===== config.mk =====
export PLATFORM = sky130hd
export DESIGN_NAME = key_event_level_sequencer_top
export DESIGN_NICKNAME = d
export VERILOG_FILES = /design/src/rtl/kels_pkg.sv /design/src/rtl/key_event_level_sequencer_top.sv /design/src/rtl/kels_step_ram.sv
export VERILOG_INCLUDE_DIRS = /design/src /design/src/rtl
export SDC_FILE = /design/constraint.sdc
export NUM_CORES = 1
export LEC_CHECK = 0
export ABC_AREA = 1
export BUFFER_PORTS_ARGS = -buffer_cell sky130_fd_sc_hd__buf_2
export CAP_MARGIN = 20
export CORE_MARGIN = 2
export CORE_UTILIZATION = 45
export CTS_CLUSTER_DIAMETER = 60
export DETAILED_ROUTE_END_ITERATION = 8
export GPL_ROUTABILITY_DRIVEN = 0
export GPL_TIMING_DRIVEN = 0
export PLACE_DENSITY = 0.59
export SYNTH_ARGS = -nofsm -noshare
export SYNTH_HDL_FRONTEND = slang
export SYNTH_SLANG_ARGS = --single-unit

===== constraint.sdc =====
create_clock -name clk -period 4.1 [get_ports clk]
set_clock_uncertainty 0.2 [all_clocks]
set_input_delay 0.615 -clock clk [delete_from_list [all_inputs] [get_ports clk]]
set_output_delay 0.615 -clock clk [all_outputs]
set_load 0.01 [all_outputs]

===== src/rtl/assert_macros.svh =====
// ----------------------------------------------------------------------------
// Assertion macros
// Shared concurrent assertion forms that use the clk and arst_n of the module.
// ----------------------------------------------------------------------------
`ifndef ASSERT_MACROS_SVH
`define ASSERT_MACROS_SVH

// The consequent holds in the same cycle as the antecedent.
`define ASSERT_SAME(label, ante, cons) \
	label: assert property (@(posedge clk) disable iff (!arst_n) (ante) |-> (cons)) \
		else $error("assertion failed");

// The consequent holds in the cycle after the antecedent.
`define ASSERT_NEXT(label, ante, cons) \
	label: assert property (@(posedge clk) disable iff (!arst_n) (ante) |=> (cons)) \
		else $error("assertion failed");

`endif


===== src/rtl/kels_pkg.sv =====
`timescale 1ns / 1ps
// ----------------------------------------------------------------------------
// Key event level sequencer package
// Step type, operation and action codes, and the level rewrite of modifiers.
// ----------------------------------------------------------------------------
package kels_pkg;

	typedef struct packed {
		logic [7:0] key;
		logic [7:0] mods;
		logic       down;
	} step_t;

	localparam logic [3:0] OP_TICK      = 4'd0;
	localparam logic [3:0] OP_PLAIN     = 4'd1;
	localparam logic [3:0] OP_SHIFT     = 4'd2;
	localparam logic [3:0] OP_ALTGR     = 4'd3;
	localparam logic [3:0] OP_ALT       = 4'd4;
	localparam logic [3:0] OP_SHIFT_ALT = 4'd5;
	localparam logic [3:0] OP_LEVEL3    = 4'd6;
	localparam logic [3:0] OP_LEVEL4    = 4'd7;
	localparam logic [3:0] OP_PASS      = 4'd8;
	localparam logic [3:0] OP_MODIFIER  = 4'd9;
	localparam logic [3:0] OP_VIRTUAL   = 4'd10;

	localparam logic [1:0] ACT_NONE    = 2'd0;
	localparam logic [1:0] ACT_MODS    = 2'd1;
	localparam logic [1:0] ACT_PRESS   = 2'd2;
	localparam logic [1:0] ACT_RELEASE = 2'd3;

	localparam logic [7:0] MOD_SHIFT  = 8'h02;
	localparam logic [7:0] MOD_RSHIFT = 8'h20;
	localparam logic [7:0] MOD_RALT   = 8'h40;

	localparam logic [7:0] HID_NONE   = 8'd0;
	localparam logic [7:0] HID_CAPS   = 8'd57;
	localparam logic [7:0] HID_BSLASH = 8'd49;
	localparam logic [7:0] HID_ISOX   = 8'd100;

	localparam logic [2:0] VM_CAPS   = 3'b001;
	localparam logic [2:0] VM_BSLASH = 3'b010;
	localparam logic [2:0] VM_ISOX   = 3'b100;
	localparam logic [2:0] VM_LEVEL3 = 3'b011;
	localparam logic [2:0] VM_LEVEL4 = 3'b100;

	function automatic logic [7:0] level_mods(input logic [7:0] m, input logic [3:0] lvl);
		logic [7:0] v;
		v = m;
		case (lvl)
			OP_PLAIN: begin
				v = m & ~(MOD_SHIFT | MOD_RSHIFT | MOD_RALT);
			end
			OP_SHIFT: begin
				v = m & ~MOD_RALT;
				if ((v & (MOD_SHIFT | MOD_RSHIFT)) == 8'h00) begin
					v = v | MOD_SHIFT;
				end
			end
			OP_ALTGR, OP_ALT: begin
				v = (m & ~(MOD_SHIFT | MOD_RSHIFT)) | MOD_RALT;
			end
			OP_SHIFT_ALT: begin
				v = m | MOD_SHIFT | MOD_RALT;
			end
			default: begin
				v = m;
			end
		endcase
		return v;
	endfunction

endpackage


===== src/rtl/key_event_level_sequencer_top.sv =====
`timescale 1ns / 1ps
// ----------------------------------------------------------------------------
// Key event level sequencer
// Rewrites key events for their target level, queues the resulting key steps
// and on each tick item sends the queue head's modifiers or key to the host.
// ----------------------------------------------------------------------------
// Usage: items enter on in_valid/in_stall with op, key and press. Every item
// gives exactly one result on out_valid/out_stall.
// A key event with at most one step is taken in S_IDLE, and its result
// sits in the output register in the cycle after acceptance. A level-3 or
// level-4 event that queues two steps writes its second step to the step
// memory in S_PUSH2.
// A tick reads the queue head from the step memory, whose read data is
// registered, so a tick passes through S_TICK and its result is loaded into
// the output register at the end of S_TICK.
// A new item is taken only in S_IDLE and while the output register is empty
// or its result leaves in the same cycle; while the receiver stalls and the
// output register is full, in_stall stays high.
// Reset empties the queue and clears the held, virtual and sent modifiers.
// The step memory needs no clearing pass, since only written entries are read.
// ----------------------------------------------------------------------------
`include "assert_macros.svh"

module key_event_level_sequencer_top #(
	parameter int QUEUE_DEPTH = 32
) (
	input  logic       clk,
	input  logic       arst_n,
	input  logic       in_valid,
	output logic       in_stall,
	input  logic [3:0] op,
	input  logic [7:0] key,
	input  logic       press,
	output logic       out_valid,
	input  logic       out_stall,
	output logic [1:0] action,
	output logic [7:0] key_out,
	output logic [7:0] modifiers_out,
	output logic [1:0] dropped
);
	import kels_pkg::*;

	localparam int AW = $clog2(QUEUE_DEPTH);
	localparam logic [AW-1:0] LAST = AW'(QUEUE_DEPTH - 1);

	typedef enum logic [2:0] {
		S_IDLE  = 3'b001,
		S_TICK  = 3'b010,
		S_PUSH2 = 3'b100
	} state_t;

	state_t        state_q;
	logic [AW-1:0] head_q;
	logic [AW-1:0] tail_q;
	logic [AW-1:0] cnt_q;
	logic [7:0]    held_q;
	logic [2:0]    vm_q;
	logic [7:0]    sent_q;
	step_t         pend_q;

	logic       out_valid_q;
	logic [1:0] action_q;
	logic [7:0] key_out_q;
	logic [7:0] mods_out_q;
	logic [1:0] dropped_q;

	logic          accept;
	logic [7:0]    virt_key;
	logic [2:0]    flag;
	logic [2:0]    group;
	logic          v_push;
	logic [2:0]    vm_virt;
	step_t         v_step;
	step_t         lvl_step;
	step_t         a_step;
	step_t         b_step;
	logic          a_vld;
	logic          b_vld;
	logic [7:0]    held_n;
	logic [2:0]    vm_n;
	logic          a_wr;
	logic          b_wr;
	logic          a_drop;
	logic          b_drop;
	logic [AW-1:0] cnt1;
	logic [1:0]    drop_sum;

	step_t         rd_step;
	logic          mem_we;
	step_t         mem_wdata;
	logic [AW-1:0] tail_nxt;
	logic [AW-1:0] head_nxt;

	logic          t_pop;
	logic [1:0]    t_action;
	logic [7:0]    t_key;
	logic [7:0]    t_sent;

	assign accept    = in_valid && !in_stall;
	assign in_stall  = (state_q != S_IDLE) || (out_valid_q && out_stall);
	assign tail_nxt  = (tail_q == LAST) ? '0 : tail_q + 1'b1;
	assign head_nxt  = (head_q == LAST) ? '0 : head_q + 1'b1;

	always_comb begin
		virt_key = key;
		if (op == OP_LEVEL3) begin
			virt_key = HID_CAPS;
		end else if (op == OP_LEVEL4) begin
			virt_key = HID_ISOX;
		end
		flag  = 3'b000;
		group = 3'b000;
		if (virt_key == HID_CAPS) begin
			flag  = VM_CAPS;
			group = VM_LEVEL3;
		end else if (virt_key == HID_BSLASH) begin
			flag  = VM_BSLASH;
			group = VM_LEVEL3;
		end else if (virt_key == HID_ISOX) begin
			flag  = VM_ISOX;
			group = VM_LEVEL4;
		end
		v_push  = press ? ((vm_q & group) == 3'b000) : ((vm_q & flag) != 3'b000);
		vm_virt = vm_q;
		if (v_push) begin
			vm_virt = press ? (vm_q | flag) : (vm_q & ~flag);
		end
		v_step   = '{key: virt_key, mods: held_q, down: press};
		lvl_step = '{key: key, mods: level_mods(held_q, OP_PLAIN), down: press};
	end

	always_comb begin
		a_vld  = 1'b0;
		b_vld  = 1'b0;
		a_step = lvl_step;
		b_step = lvl_step;
		held_n = held_q;
		vm_n   = vm_q;
		case (op)
			OP_PLAIN, OP_SHIFT, OP_ALTGR, OP_ALT, OP_SHIFT_ALT: begin
				a_vld  = 1'b1;
				a_step = '{key: key, mods: level_mods(held_q, op), down: press};
			end
			OP_LEVEL3, OP_LEVEL4: begin
				vm_n  = vm_virt;
				a_vld = 1'b1;
				if (press) begin
					if (v_push) begin
						a_step = v_step;
						b_step = lvl_step;
						b_vld  = 1'b1;
					end
				end else begin
					b_step = v_step;
					b_vld  = v_push;
				end
			end
			OP_PASS: begin
				a_vld  = 1'b1;
				a_step = '{key: key, mods: held_q, down: press};
			end
			OP_MODIFIER: begin
				held_n = press ? (held_q | key) : (held_q & ~key);
				a_vld  = 1'b1;
				a_step = '{key: HID_NONE, mods: held_n, down: press};
			end
			OP_VIRTUAL: begin
				vm_n   = vm_virt;
				a_vld  = v_push;
				a_step = v_step;
			end
			default: begin
				a_vld = 1'b0;
			end
		endcase
		a_drop   = a_vld && (cnt_q == LAST);
		a_wr     = a_vld && (cnt_q != LAST);
		cnt1     = cnt_q + {{(AW-1){1'b0}}, a_wr};
		b_drop   = b_vld && (cnt1 == LAST);
		b_wr     = b_vld && (cnt1 != LAST);
		drop_sum = {1'b0, a_drop} + {1'b0, b_drop};
	end

	always_comb begin
		t_pop    = 1'b0;
		t_action = ACT_NONE;
		t_key    = HID_NONE;
		t_sent   = sent_q;
		if (cnt_q != '0) begin
			if (rd_step.key == HID_NONE) begin
				t_sent   = rd_step.mods;
				t_action = ACT_MODS;
				t_pop    = 1'b1;
			end else if (sent_q != rd_step.mods) begin
				t_sent   = rd_step.mods;
				t_action = ACT_MODS;
			end else begin
				t_action = rd_step.down ? ACT_PRESS : ACT_RELEASE;
				t_key    = rd_step.key;
				t_pop    = 1'b1;
			end
		end
	end

	assign mem_we    = (accept && (op != OP_TICK) && a_wr) || (state_q == S_PUSH2);
	assign mem_wdata = (state_q == S_PUSH2) ? pend_q : a_step;

	kels_step_ram #(
		.DEPTH (QUEUE_DEPTH),
		.AW    (AW)
	) u_ram (
		.clk   (clk),
		.we    (mem_we),
		.waddr (tail_q),
		.wdata (mem_wdata),
		.raddr (head_q),
		.rdata (rd_step)
	);

	always_ff @(posedge clk or negedge arst_n) begin
		if (!arst_n) begin
			state_q <= S_IDLE;
			head_q  <= '0;
			tail_q  <= '0;
			cnt_q   <= '0;
			held_q  <= '0;
			vm_q    <= '0;
			sent_q  <= '0;
		end else begin
			case (state_q)
				S_IDLE: begin
					if (accept) begin
						if (op == OP_TICK) begin
							state_q <= S_TICK;
						end else begin
							held_q <= held_n;
							vm_q   <= vm_n;
							if (a_wr) begin
								tail_q <= tail_nxt;
								cnt_q  <= cnt1;
							end
							if (b_wr) begin
								state_q <= S_PUSH2;
							end
						end
					end
				end
				S_TICK: begin
					sent_q  <= t_sent;
					state_q <= S_IDLE;
					if (t_pop) begin
						head_q <= head_nxt;
						cnt_q  <= cnt_q - 1'b1;
					end
				end
				S_PUSH2: begin
					tail_q  <= tail_nxt;
					cnt_q   <= cnt_q + 1'b1;
					state_q <= S_IDLE;
				end
				default: begin
					state_q <= S_IDLE;
				end
			endcase
		end
	end

	always_ff @(posedge clk) begin
		if (accept && (op != OP_TICK) && b_wr) begin
			pend_q <= b_step;
		end
	end

	always_ff @(posedge clk or negedge arst_n) begin
		if (!arst_n) begin
			out_valid_q <= 1'b0;
		end else if ((accept && (op != OP_TICK)) || (state_q == S_TICK)) begin
			out_valid_q <= 1'b1;
		end else if (!out_stall) begin
			out_valid_q <= 1'b0;
		end
	end

	always_ff @(posedge clk) begin
		if (accept && (op != OP_TICK)) begin
			action_q   <= ACT_NONE;
			key_out_q  <= HID_NONE;
			mods_out_q <= sent_q;
			dropped_q  <= drop_sum;
		end else if (state_q == S_TICK) begin
			action_q   <= t_action;
			key_out_q  <= t_key;
			mods_out_q <= t_sent;
			dropped_q  <= 2'd0;
		end
	end

	assign out_valid     = out_valid_q;
	assign action        = action_q;
	assign key_out       = key_out_q;
	assign modifiers_out = mods_out_q;
	assign dropped       = dropped_q;

	`ASSERT_SAME(a_empty_ptrs, cnt_q == '0, head_q == tail_q)
	`ASSERT_SAME(a_ptrs_empty, head_q == tail_q, cnt_q == '0)
	`ASSERT_SAME(a_no_overrun, in_valid && !in_stall, !out_valid_q || !out_stall)
	`ASSERT_NEXT(a_tick_done, state_q == S_TICK, state_q == S_IDLE && out_valid_q)

endmodule


===== src/rtl/kels_step_ram.sv =====
`timescale 1ns / 1ps
// ----------------------------------------------------------------------------
// Step queue memory
// One write port and one read port with registered read data.
// ----------------------------------------------------------------------------
module kels_step_ram #(
	parameter int DEPTH = 32,
	parameter int AW    = 5
) (
	input  logic                 clk,
	input  logic                 we,
	input  logic [AW-1:0]        waddr,
	input  kels_pkg::step_t      wdata,
	input  logic [AW-1:0]        raddr,
	output kels_pkg::step_t      rdata
);
	import kels_pkg::*;

	step_t mem [DEPTH];

	always_ff @(posedge clk) begin
		if (we) begin
			mem[waddr] <= wdata;
		end
	end

	always_ff @(posedge clk) begin
		rdata <= mem[raddr];
	end

endmodule

Word-level counts from Yosys, hierarchy flattened
Memories as Yosys holds them, arrays and structs flattened. A register that Yosys moved wholly into a read port is not among the register bits.
Index checks and enable logic that the tools add are counted.
Widths: inputs -> output; s select.
- word-level logic and storage cells: 156
- RAM bits: 544
- memories: 1
- flip-flop bits (word level): 75
- memories (memory ; depth ; bits a word ; rd ports ; clocked after memory_dff ; wr ports ; line ; source):
    u_ram.mem ; 32 ; 17 ; 1 ; 1 ; 1 ; kels_step_ram.sv:19 ; step_t mem [DEPTH];
- muxes and demuxes: 58
- add/subtract/negate cells: 6
- equality and inequality tests: 30
- reduce and logical (&&, ||, !) cells: 35
- bitwise operators: 10
- operators by type and width (operator ; count):
    $mux 8 ; 11
    $mux 17 ; 5
    $pmux 17 s5 ; 1
    $mux 5 ; 9
    $mux 3 ; 10
    $pmux 7 s4 ; 1
    $eq 5x5->1 const B ; 4
    $eq 4x3->1 const B ; 4
    $eq 8x6->1 const B ; 2
    $logic_not 8->1 ; 2
    $add 5x1->5 const B ; 3
    $pmux 5 s3 ; 1
    $eq 4x4->1 const B ; 3
    $mux 1 ; 12
    $mux 2 ; 6
    $ne 5x5->1 const B ; 2
    $pmux 5 s2 ; 1
    $reduce_and 5->1 ; 2
    $and 3x3->3 ; 3
    $logic_and 1x1->1 ; 9
    $reduce_or 9->1 ; 1
    $and 8x8->8 ; 1
    $eq 4x2->1 const B ; 2
    $eq 8x7->1 const B ; 1
    other kinds (31) ; 43

Depth between registers and ports, before layout
Gate-level depths: netlist of run 1.
- depth in word-level cells: 19
- gate-level depth with buffers: 24
- depth with buffers taken out: 24

Hierarchy
A second synthesis of run 1 with hierarchy kept.
- cells, all modules: 2483
- area total of the unflattened synthesis: 26920.8 um2
- modules (own cells, without submodules) (module ; cells each ; times used ; area each (um2)):
    kels_step_ram ; 1902 ; 1 ; 22379.0
    key_event_level_sequencer_top ; 581 ; 1 ; 4541.9

Worst setup path before layout of run 1
Ideal clock, no wire load.
- path type: input to register
- from: input op[3]
- to: register pend_q[0] (netlist bit), enable pin
- data required time: 3511 ps
- path buffers: 0
- stages on the path: 19
- arrival: 3171 ps
- slack: 339 ps
- setup time: 389 ps
- cell sequence: inv_2 > nand3_2 > o21ai_1 > nand2_2 > nor2_4 > nand2_1 > nand2_1 > nand2_1 > nand3_2 > nand3_2 > nand3_1 > inv_1 > ha_1 > ha_1 > nand3_1 > xor2_1 > inv_1 > nand3_1 > nor3b_2
- cells in the longest elaborated chain, start to end: 16
- ends and longest elaborated chain (element ; line ; source):
    start: declaration ; key_event_level_sequencer_top.sv:31 ; input logic [3:0] op,
    $eq 4x3->1 ; key_event_level_sequencer_top.sv:108, key_event_level_sequencer_top.sv:139 ;
    $mux 8 ; key_event_level_sequencer_top.sv:108 ; end else if (op == OP_LEVEL4) begin
    $mux 8 ; key_event_level_sequencer_top.sv:106 ; if (op == OP_LEVEL3) begin
    $eq 8x7->1 ; key_event_level_sequencer_top.sv:119 ; end else if (virt_key == HID_ISOX) begin
    $mux 3 ; key_event_level_sequencer_top.sv:119 ;
    $mux 3 ; key_event_level_sequencer_top.sv:116 ; end else if (virt_key == HID_BSLASH) begin
    $mux 3 ; key_event_level_sequencer_top.sv:113 ; if (virt_key == HID_CAPS) begin
    $and 3x3->3 ; key_event_level_sequencer_top.sv:123 ; v_push = press ? ((vm_q & group) == 3'b000) : ((vm_q & flag) != 3'b000);
    $reduce_bool 3->1 or $logic_not 3->1 (tied branches) ; key_event_level_sequencer_top.sv:123 ;
    $mux 1 ; key_event_level_sequencer_top.sv:123 ;
    $pmux 1 s2 ; key_event_level_sequencer_top.sv:139 ; case (op)
    $logic_and 1x1->1 ; key_event_level_sequencer_top.sv:177 ; a_wr = a_vld && (cnt_q != LAST);
    $add 5x1->5 ; key_event_level_sequencer_top.sv:178 ; cnt1 = cnt_q + {{(AW-1){1'b0}}, a_wr};
    $ne 5x5->1 ; key_event_level_sequencer_top.sv:180 ; b_wr = b_vld && (cnt1 != LAST);
    $logic_and 1x1->1 ; key_event_level_sequencer_top.sv:180 ;
    $logic_and 1x1->1 (*) ; key_event_level_sequencer_top.sv:269 ; if (accept && (op != OP_TICK) && b_wr) begin
    end signal: assignment ; key_event_level_sequencer_top.sv:270 ; pend_q <= b_step;
    end: declaration ; key_event_level_sequencer_top.sv:59 ; step_t pend_q;
Every way passes the cells marked *; elsewhere a longest branch is shown, timed or not.
A chain may end at the register's enable or synchronous reset.

==> flow_summary.yaml, run 1 <==
status:
  status: "complete, but fails checks"
  violations: "setup timing"
finish:
  final_cells: 3175
  final_cell_mix: "571 x edfxtp_1, 389 x o21ai_0, 361 x nor2_1, 226 x nand2_1, 162 x o22ai_1"
  area_delta_synth_final_pct: 16.94
  finalNetCount: 2388
  final_util_pct: 52.97
  final_common_cell: "edfxtp_1"
  layout-drive-gt1-share_pct: 10.59
routing:
  dr.pass1.iters: 6
  num_vias: 19030
  wl_per_cell_um: 25.98
  drt_wl_total_um: 82490
  first_iter_violations: 2582
  routed_via_density: 5.994
  drc_errors: 0
  drtAntennaViolNets: 0
run:
  max-cap-violations: 0
yosys:
  syn_area_per_cell_um2: 11.85
  synth-seq-cells: 636
  syn_area_um2: 26030
  synth_edf_count: 571
  synth_cell_types: 44
  ys_async_sr_fraction_pct: 5.975
  synth-seq-area-share_pct: 71.60
  yosysWarnings: 0
  postSynthCellCount: 2197
  synthesis.nets: 2228
  synthFlopType: "edfxtp_1"
critical_path:
  required_ns: 4.41
  r2r_start: "head_q[0]$_DFFE_PN0P_"
  end_kind: "register"
  cp-startpoint: "head_q[0]$_DFFE_PN0P_"
  path_max_fanout: 10
  worstPathArrival_ns: 4.42
  path_class: "register to register"
  cp-start-kind: "register"
global_routing:
  antenna_found_initial: 1
  grtUsageMet1_pct: 39.31
  grt_pass1_wl_um: 119100
  met3_usage_pct: 4.971
  grt-ovfl-total: 0
  grt_max_degree: 39
  first_global_vias: 17630
  grt_util_all_layers_pct: 27.68
  use_met2_pct: 42.22
  grt_busiest_layer: "met2"
cts:
  cts_root_buf: "clkbuf_16"
  h-tree-depth: 3
  ctsLongestPathBuffers: 3
  cts.sinks: 636
  clk_pin_slew_ns: 0.06
  cts_made_buffers: 70
  post_cts_buffers: 0
  clk_latency_ns: 0.61
  cts_tree: "done"
floorplan:
  rows: 88
  ioPinCount: 39
  start_util_pct: 45.30
  dieArea_um2: 59790
  fp.dieH_um: 244.5
  die_x_um: 244.5
  coreArea_um2: 57480
power_and_ir_drop:
  p_per_area_nw_per_um2: 480.8
  peakVddDrop_uv: 297.4
  leakage_nw: 10.70
  power_mw: 14.64
place:
  dp_hpwl_um: 56970
  dp_slack_ns: -0.2141
  portBuffers: 38
  dp_cells: 3044
timing:
  setup-violations-final: 1
  finalHoldViolations: 0
  max_clock_freq_mhz: 243.2
  rsz0062_at_grt: "true"
  min_period_ns: 4.112
  fin_hold_ws_ns: 0.02964
  worst_slew_pin_slew_ns: 1.046
  maxSlewHeadroom_pct: 30.27
  finalMaxSlewViolations: 0
  period_share_pct: 100.3
  fin_ws_ns: -0.01238
min_path:
  hold_class: "input port to register"
  min_from: "press"
## repair_timing
item | 4_1_cts | 5_1_grt
endpoints found under the hold margin | 0 | 16
endpoints found under the setup margin | 0 | 24
resized for setup | 0 | 2
hold buffers | 0 | 1
## cell usage after synthesis, types with 4 or more instances
cell / count / area share (%)
a32o_1: 8 / 0.31
ha_1: 13 / 0.62
nand4_1: 7 / 0.17
buf_1: 7 / 0.10
o22ai_1: 162 / 3.9
inv_2: 4 / 0.058
nand2_2: 6 / 0.14
dfxtp_1: 27 / 2.1
nand2_1: 228 / 3.3
o31ai_1: 8 / 0.23
a21oi_1: 40 / 0.77
nor2_1: 385 / 5.6
o21ai_1: 4 / 0.077
nor2_2: 9 / 0.22
clkinv_1: 4 / 0.058
dfrtp_1: 37 / 3.6
xor2_1: 9 / 0.30
nand3_2: 4 / 0.15
clkbuf_1: 117 / 1.7
edfxtp_1: 571 / 66
inv_1: 73 / 1.1
nand3_1: 32 / 0.62
mux2_2: 6 / 0.26
xnor2_1: 5 / 0.17
nor3_1: 9 / 0.17
o21ai_0: 395 / 7.6
## layer usage
metal	up-vias	part of all wire (%)
li1	8296	-
met1	9533	41
met2	1049	45
met3	153	10
met4	0	4.1
met5	-	0
## worst paths after layout
kind | cells after the start | slack (ns) | to
worst max-delay path | 9 | -0.01 | u_ram.rdata[2]$_DFF_P_
worst min-delay path | 1 | 0.03 | pend_q[0]$_DFFE_PP_
worst max register to register | 9 | -0.01 | u_ram.rdata[2]$_DFF_P_
worst min register to register | 1 | 0.27 | key_out[3]$_SDFFE_PP0P_
max in group asynchronous | 3 | 2.74 | state_q[0]$_DFFE_PN1P_
min in group asynchronous | 2 | 0.37 | asynchronous set/reset pin
## critical path, cell delays in order, from the launching register on
cell      delay [ns]
dfrtp_1         0.54
buf_2           0.36
clkbuf_1        0.69
clkbuf_1        0.54
nor2_1          0.12
o22ai_1         0.44
o21ai_0         0.44
o22ai_1         0.36
nand2_1         0.09
nand2_1         0.22
## metrics by stage
| step | instance area [um^2] | setup TNS, ns |
|---|---|---|
| floorplan | 26030 | 0 |
| global placement | 27180 | -795.12 |
| detailed placement | 28190 | -3.042 |
| CTS | 30330 | 0 |
| global route | 30440 | -0.2931 |
| finish | 30440 | -0.01238 |
## where the power goes
part | internal (mW) | switching, mW | total (mW) | leakage (nW)
sequential | 7.38 | 0.104 | 7.48 | 5.94
clock | 3.46 | 2.52 | 5.98 | 1.04
combinational | 0.342 | 0.832 | 1.17 | 3.72
total | 11.2 | 3.45 | 14.6 | 10.7
## cell type report
type	instances	area, um^2
Antenna cell	2	5.005
Buffer	128	496.7
Clock buffer	98	1919
Clock inverter	25	225.2
Fill cell	4901	27030
Inverter	81	304.0
Multi-Input combinational cell	1352	6743
Sequential cell	636	18640
Tap cell	765	957.2
Timing Repair Buffer	88	1154
## sequential cells by signal (all words and copies together) (netlist names), named ones only
name	flops
u_ram.rdata	17
pend_q	17
dropped	2
action	2
head_q	5
out_valid	1
u_ram.mem	544
modifiers_out	8
key_out	8
sent_q	8
tail_q	5
held_q	8
cnt_q	5
state_q	3
## cell families after synthesis
logic type | after synthesis | share of synthesized area, %
multiplexers | 6 | 0.2595
flip-flops | 636 | 71.60
adder cells (fa/ha/maj) | 14 | 0.7017
AO/OA/AOI/OAI | 620 | 12.96
AND/OR/NAND/NOR | 698 | 10.94
buffers and inverters | 209 | 3.071
XOR/XNOR | 14 | 0.4710
No activity file was read; power rests on OpenSTA's default activity.
==> inputs of run 2 (changes only) <==
--- a/config.mk
+++ b/config.mk
@@ -9,13 +9,14 @@
 export ABC_AREA = 1
 export BUFFER_PORTS_ARGS = -buffer_cell sky130_fd_sc_hd__buf_2
 export CAP_MARGIN = 20
+export CELL_PAD_IN_SITES_DETAIL_PLACEMENT = 1
+export CELL_PAD_IN_SITES_GLOBAL_PLACEMENT = 1
 export CORE_MARGIN = 2
 export CORE_UTILIZATION = 45
 export CTS_CLUSTER_DIAMETER = 60
 export DETAILED_ROUTE_END_ITERATION = 8
 export GPL_ROUTABILITY_DRIVEN = 0
-export GPL_TIMING_DRIVEN = 0
-export PLACE_DENSITY = 0.59
+export PLACE_DENSITY = 0.7
 export SYNTH_ARGS = -nofsm -noshare
 export SYNTH_HDL_FRONTEND = slang
 export SYNTH_SLANG_ARGS = --single-unit
==> run 2 against run 1 <==
Net effect: the run now ends clean; critical endpoint is now u_ram.mem[8][5]$_DFFE_PP_; sequential share of layout area rose by 1.1 points; die area did not move; critical path depth rose by 3; register-to-register slack improved by 0.63 ns; setup slack improved by 0.63 ns; non-clock buffer count fell by 86; clock power rose by 2%.
==> flow_summary.yaml, run 2 (synthesized netlist as in run 1, its figures left out) <==
routing:
  drt_wl_total_um: 77710
  num_vias: 18060
  wl_per_cell_um: 25.16
  dr.pass1.iters: 5
  routed_via_density: 5.846
  drtAntennaViolNets: 0
  drc_errors: 0
  first_iter_violations: 1440
timing:
  finalMaxSlewViolations: 0
  finalSetupTns_ns: 0
  period_share_pct: 84.82
  fin_ws_ns: 0.6222
  worst_slew_pin_slew_ns: 0.9761
  rsz0062_at_grt: "false"
  min_period_ns: 3.478
  setup-violations-final: 0
  max_clock_freq_mhz: 287.5
  finalHoldViolations: 0
  maxSlewHeadroom_pct: 34.93
cts:
  cts_tree: "done"
  clk_pin_slew_ns: 0.06
  ctsLongestPathBuffers: 3
  h-tree-depth: 3
  clk_latency_ns: 0.62
  cts-resized-gates: 0
  cts_made_buffers: 68
  cts_root_buf: "clkbuf_16"
  cts.sinks: 636
finish:
  finalNetCount: 2300
  area_delta_synth_final_pct: 14.85
  largest-register: "u_ram.mem"
  final_cell_mix: "571 x edfxtp_1, 389 x o21ai_0, 385 x nor2_1, 228 x nand2_1, 162 x o22ai_1"
  layout-drive-gt1-share_pct: 11.75
  top_regs: "u_ram.mem (544), pend_q (17), u_ram.rdata (17)"
  largest_reg_flops: 544
  antenna_cells: 0
  final_common_cell: "edfxtp_1"
  final_cells: 3089
floorplan:
  rows: 88
  start_util_pct: 45.30
  coreArea_um2: 57480
  ioPinCount: 39
  fp.dieH_um: 244.5
  dieArea_um2: 59790
  die_x_um: 244.5
power_and_ir_drop:
  leakage_nw: 10.66
  p_per_area_nw_per_um2: 492.7
  peakVddDrop_uv: 409.5
critical_path:
  path_class: "register to register"
  path_max_fanout: 17
  worstPathArrival_ns: 3.55
  path_cells: "inv_1 > nor3_2 > inv_1 > nor2_1 > nand2_1 > nor2_1 > nand4_2 > nand2_2 > nand2_1 > buf_4 > nor2_1 > buf_4"
  slowest_stage: "dfstp_2"
  cpMostUsedCell: "nor2_1"
  crit_path_max_incr_delay_ns: 0.54
  end_kind: "register"
  cp-start-kind: "register"
  required_ns: 4.17
status:
  status: "complete, no violations"
place:
  dp_cells: 2963
  dp_slack_ns: 0.1394
  portBuffers: 38
  dp_hpwl_um: 46910
min_path:
  hold_class: "input port to register"
global_routing:
  grt_util_all_layers_pct: 26.11
  grt_max_degree: 133
  antenna_found_initial: 0
  first_global_vias: 19140
  grt_pass1_wl_um: 116700
  grt-ovfl-total: 0
run:
  max-cap-violations: 0
-- run 2: cell types whose count changed in the layout (fill, tap and decap cells not counted), sizes merged --
cell,delta
diode,-2
clkbuf,-133
bufinv,+4
clkinvlp,-1
clkinv,+16
buf,+31
inv,-1
-- run 2: cell type report --
cell class | count | area [um^2]
repair buffers | 130 | 1134
clock buffers | 82 | 1818
fillers | 5913 | 27580
clock inverters | 43 | 390.4
inverters | 81 | 314.1
flip-flops and latches | 636 | 18650
well taps | 765 | 957.2
multi-input cells | 1352 | 6638
-- run 2: timing repair --
action / 4_1_cts / 5_1_grt
buffers inserted: 0 / 0
hold buffers: 1 / 0
endpoints found under the setup margin: 0 / 0
hold endpoints to repair: 24 / 0
-- run 2: path summary, 6_finish.rpt --
path                            slack (ns)                   endpoint  depth (start not counted)               startpoint
worst min-delay path                  0.05      out_valid$_DFFE_PN0P_                          3                out_stall
worst max register to register        0.62  u_ram.mem[8][5]$_DFFE_PP_                         12   state_q[0]$_DFFE_PN1P_
max in group asynchronous             2.58      head_q[0]$_DFFE_PN0P_                          3                   arst_n
worst min register to register        0.27    key_out[1]$_SDFFE_PP0P_                          1  key_out[1]$_SDFFE_PP0P_
worst max-delay path                  0.62  u_ram.mem[8][5]$_DFFE_PP_                         12   state_q[0]$_DFFE_PN1P_
min in group asynchronous             0.40      sent_q[0]$_DFFE_PN0P_                          2                   arst_n
-- run 2: worst max-delay path, delay by kind of cell (launching register included) --
| family | cells | cell delay (ns) |
|---|---|---|
| flops | 1 | 0.54 |
| buf+inv | 4 | 0.64 |
| simple gates | 8 | 1.74 |
-- run 2: where the power goes --
| group | internal (mW) | total (mW) | switching, mW |
|---|---|---|---|
| clock | 3.60 | 6.11 | 2.51 |
| sequential | 7.37 | 7.49 | 0.112 |
| combinational | 0.288 | 1.13 | 0.843 |
-- run 2: routing by layer --
layer | vias up | part of all wire [%] | wire, um | global-route usage (%)
met5 | - | 0 | 0 | 0
met4 | 0 | 4.8 | 3714 | 12.21
met3 | 181 | 5.3 | 4145 | 3.633
met2 | 569 | 49 | 37940 | 43.57
met1 | 9203 | 41 | 31910 | 33.88
li1 | 8104 | - | - | -
-- run 2: stage by stage --
stage / utilization (%) / hold WS, ns / power, mW / area (um^2)
4_1_cts: 52.02 / 0.01636 / 14.81 / 29900
2_1_floorplan: - / 0.1194 / 8.202 / 26030
3_3_place_gp: 48.16 / 0.2519 / 8.669 / 27680
3_5_place_dp: 48.16 / 0.2576 / 8.740 / 27680
5_1_grt: 52.02 / 0.07532 / 15.17 / 29900
6_report: 52.02 / 0.04788 / 14.73 / 29900
==> inputs of run 3 (changes only) <==
--- a/config.mk
+++ b/config.mk
@@ -6,7 +6,7 @@
 export SDC_FILE = /design/constraint.sdc
 export NUM_CORES = 1
 export LEC_CHECK = 0
-export ABC_AREA = 1
+export ABC_AREA = 0
 export BUFFER_PORTS_ARGS = -buffer_cell sky130_fd_sc_hd__buf_2
 export CAP_MARGIN = 20
 export CELL_PAD_IN_SITES_DETAIL_PLACEMENT = 1
@@ -16,7 +16,7 @@
 export CTS_CLUSTER_DIAMETER = 60
 export DETAILED_ROUTE_END_ITERATION = 8
 export GPL_ROUTABILITY_DRIVEN = 0
-export PLACE_DENSITY = 0.7
+export PLACE_DENSITY = 0.68
 export SYNTH_ARGS = -nofsm -noshare
 export SYNTH_HDL_FRONTEND = slang
 export SYNTH_SLANG_ARGS = --single-unit
==> constraint.sdc (replaced) <==
create_clock -name clk -period 2.8 [get_ports clk]
set_clock_uncertainty 0.2 [all_clocks]
set_input_delay 0.42 -clock clk [delete_from_list [all_inputs] [get_ports clk]]
set_output_delay 0.42 -clock clk [all_outputs]
set_load 0.01 [all_outputs]
==> run 3 against run 2 <==
Net effect: the run now ends with setup timing left; sequential share of layout area shrank 2.5 points; global-route usage shrank 3.1 points; synthesized area shrank 2.6%; routed wire length shrank 17%; combinational power grew 72%; sequential power grew 46%; critical path depth is the same; non-clock buffer count grew 88; power grew 44%; critical endpoint is now dropped[0]$_SDFFCE_PN0P_; largest power group unchanged.
==> flow_summary.yaml, run 3 <==
status:
  status: "complete, but fails checks"
  violations: "setup timing"
routing:
  first_iter_violations: 1093
  drt_wl_total_um: 64750
  drc_errors: 0
  routed_via_density: 5.774
  drtAntennaViolNets: 0
  num_vias: 13210
  wl_per_cell_um: 28.31
  dr.pass1.iters: 5
yosys:
  synth_mux_area_share_pct: 17.39
  synth.most_common_cell: "edfxtp_1"
  synth-seq-cells: 636
  postSynthCellCount: 1255
  synth-seq-area-share_pct: 73.47
  synth_commonest_cells: "571 x edfxtp_1, 170 x mux4_2, 61 x nand2_1, 59 x nor2_1, 41 x mux2_2"
  synth_top_family_by_area: "multiplexers"
  synth_top_cell_by_area: "edfxtp_1"
  synthFlopType: "edfxtp_1"
  ys_async_sr_fraction_pct: 5.975
  yosys.area_share.simple_pct: 3.882
  synth_cell_types: 69
  syn_area_per_cell_um2: 20.21
  synthXorXnorAreaFrac_pct: 0.4834
  netlist.area_leader.share_pct: 67.59
  syn_area_um2: 25370
  synth-adder-area-share_pct: 0.7201
  yosysWarnings: 0
  synthesis.nets: 1286
  synth_area_leaders: "edfxtp_1 68%, mux4_2 15%, dfrtp_1 3.6%, dfxtp_1 2.1%, mux2_2 1.8%"
  synth_edf_count: 571
  synth-compound-area-share_pct: 2.688
cts:
  cts_made_buffers: 67
  ctsLongestPathBuffers: 3
  cts_tree: "done"
  cts_root_buf: "clkbuf_16"
  h-tree-depth: 3
  clk_pin_slew_ns: 0.05
  cts.sinks: 636
  clk_latency_ns: 0.60
power_and_ir_drop:
  clkPwrFrac_pct: 39.6
  seqPwrFrac_pct: 51.2
  p_per_area_nw_per_um2: 681.9
  peakVddDrop_uv: 513.8
  pwr-share-comb_pct: 9.1
  p_int_mw: 16.34
  p_switching_mw: 4.900
  power_mw: 21.24
  switching_share_pct: 23.07
  leakage_nw: 10.24
finish:
  largest-register: "u_ram.mem"
  finalNetCount: 1512
  top_regs: "u_ram.mem (544), pend_q (17), u_ram.rdata (17)"
  largest_reg_flops: 544
  antenna_cells: 0
  final_cells: 2287
  final_cell_mix: "571 x edfxtp_1, 170 x mux4_2, 94 x buf_4, 74 x clkbuf_16, 68 x buf_12"
  final_common_cell: "edfxtp_1"
  nFillCells: 4878
  layout-drive-gt1-share_pct: 39.52
  area_delta_synth_final_pct: 22.77
timing:
  max_clock_freq_mhz: 326.6
  setup-violations-final: 60
  period_share_pct: 109.4
  fin_hold_ws_ns: 0.07945
  finalHoldViolations: 0
  finalMaxSlewViolations: 0
  worst_slew_pin_slew_ns: 0.7240
  maxSlewHeadroom_pct: 51.73
  fin_ws_ns: -0.2622
  rsz0062_at_grt: "true"
  min_period_ns: 3.062
place:
  dp_cells: 2146
  dp_hpwl_um: 39810
  portBuffers: 38
global_routing:
  grt-ovfl-total: 0
  first_global_vias: 14220
  grt_util_all_layers_pct: 23.01
  grt_pass1_wl_um: 95210
  grtUsageMet1_pct: 30.68
  grt_busiest_layer: "met2"
  antenna_found_initial: 5
  use_met2_pct: 38.43
  met3_usage_pct: 4.649
  grt_max_degree: 34
min_path:
  hold_class: "input port to register"
critical_path:
  cp_top_family: "simple AND/OR/NAND/NOR gates"
  slowest_stage: "dfrtp_1"
  crit_path_max_incr_delay_ns: 0.41
  end_kind: "register"
  required_ns: 2.95
  cpMostUsedCell: "ha_2"
  crit_buf_inv: 0
  cp-start-kind: "register"
  path_cells: "mux2_4 > and4_4 > o31a_1 > o22ai_2 > nor2b_1 > ha_2 > ha_4 > xnor2_4 > nor3_4 > and3_1 > ha_2 > and2_1"
  path_class: "register to register"
  worstPathArrival_ns: 3.21
  rrSetupSlack_ns: -0.26
  path_max_fanout: 4
floorplan:
  coreArea_um2: 56060
  fp.dieH_um: 241.4
  dieArea_um2: 58290
  ioPinCount: 39
  start_util_pct: 45.25
  die_x_um: 241.4
  rows: 87
run:
  max-cap-violations: 0
-- run 3: path summary, 6_finish.rpt --
path | end | from | cells past startpoint
worst max-delay path | dropped[0]$_SDFFCE_PN0P_ | register | 12
worst min-delay path | state_q[2]$_DFFE_PN0P_ | in_valid | 4
worst max register to register | dropped[0]$_SDFFCE_PN0P_ | register | 12
worst min register to register | action[0]$_SDFFE_PP0P_ | action[0]$_SDFFE_PP0P_ | 1
max in group asynchronous | state_q[2]$_DFFE_PN0P_ | arst_n | 4
min in group asynchronous | sent_q[2]$_DFFE_PN0P_ | arst_n | 2
-- run 3: power groups by stage --
stage	logic (mW)	clock network [mW]	registers, mW
2_1_floorplan	0.965	0	11.1
3_3_place_gp	1.70	0	11.1
3_5_place_dp	1.77	0	11.1
4_1_cts	1.88	8.60	10.9
5_1_grt	2.09	8.95	10.9
6_report	1.94	8.42	10.9
-- run 3: repair_timing --
action                                  4_1_cts  5_1_grt
hold endpoints to repair                     26        0
hold buffers                                  3        0
cloned                                        2        6
endpoints found under the setup margin      525      707
setup buffers                                 9        3
pin swaps                                    13       15
resized for setup                            16       17
-- run 3: worst register-to-register path, cell delays in order, from the launching register on --
cell	delay, ns
dfrtp_1	0.41
mux2_4	0.27
and4_4	0.18
o31a_1	0.24
o22ai_2	0.21
nor2b_1	0.08
ha_2	0.20
ha_4	0.18
xnor2_4	0.13
nor3_4	0.17
and3_1	0.18
ha_2	0.26
and2_1	0.13
-- run 3: metrics by stage --
step | util (%) | instance area, um^2 | worst slack, ns | setup TNS (ns)
floorplan | - | 25730 | -0.5477 | -76.15
global placement | 51.02 | 28600 | -0.5546 | -124.43
detailed placement | 51.02 | 28600 | -0.5746 | -160.89
CTS | 55.13 | 30910 | -0.2535 | -5.333
global route | 55.56 | 31140 | -0.3567 | -23.52
finish | 55.56 | 31140 | -0.2622 | -6.246
-- run 3: final cells by class --
| type | count | area (um^2) | area share [%] |
|---|---|---|---|
| inverter | 8 | 30.03 | 0.09642 |
| multi-input combinational | 550 | 6907 | 22.18 |
| sequential | 636 | 18650 | 59.88 |
| clock inverter | 32 | 240.2 | 0.7713 |
| timing repair buffer | 218 | 2547 | 8.179 |
| clock buffer | 87 | 1826 | 5.861 |
| tap | 756 | 945.9 | 3.037 |
-- run 3: cell families (layout without fill, tap and decap cells) --
group                    after synthesis  count (layout)
buffers and inverters                 69             345
flip-flops                           636             636
AO/OA/AOI/OAI                         97              97
XOR/XNOR                              14              14
multiplexers                         223             223
AND/OR/NAND/NOR                      202             202
adder cells (fa/ha/maj)               14              14
-- run 3: metal layers --
layer	vias up	share of wire, %
met5	-	0.020
met4	2	2.7
met3	113	5.6
met2	361	50
met1	7116	42
li1	5613	-
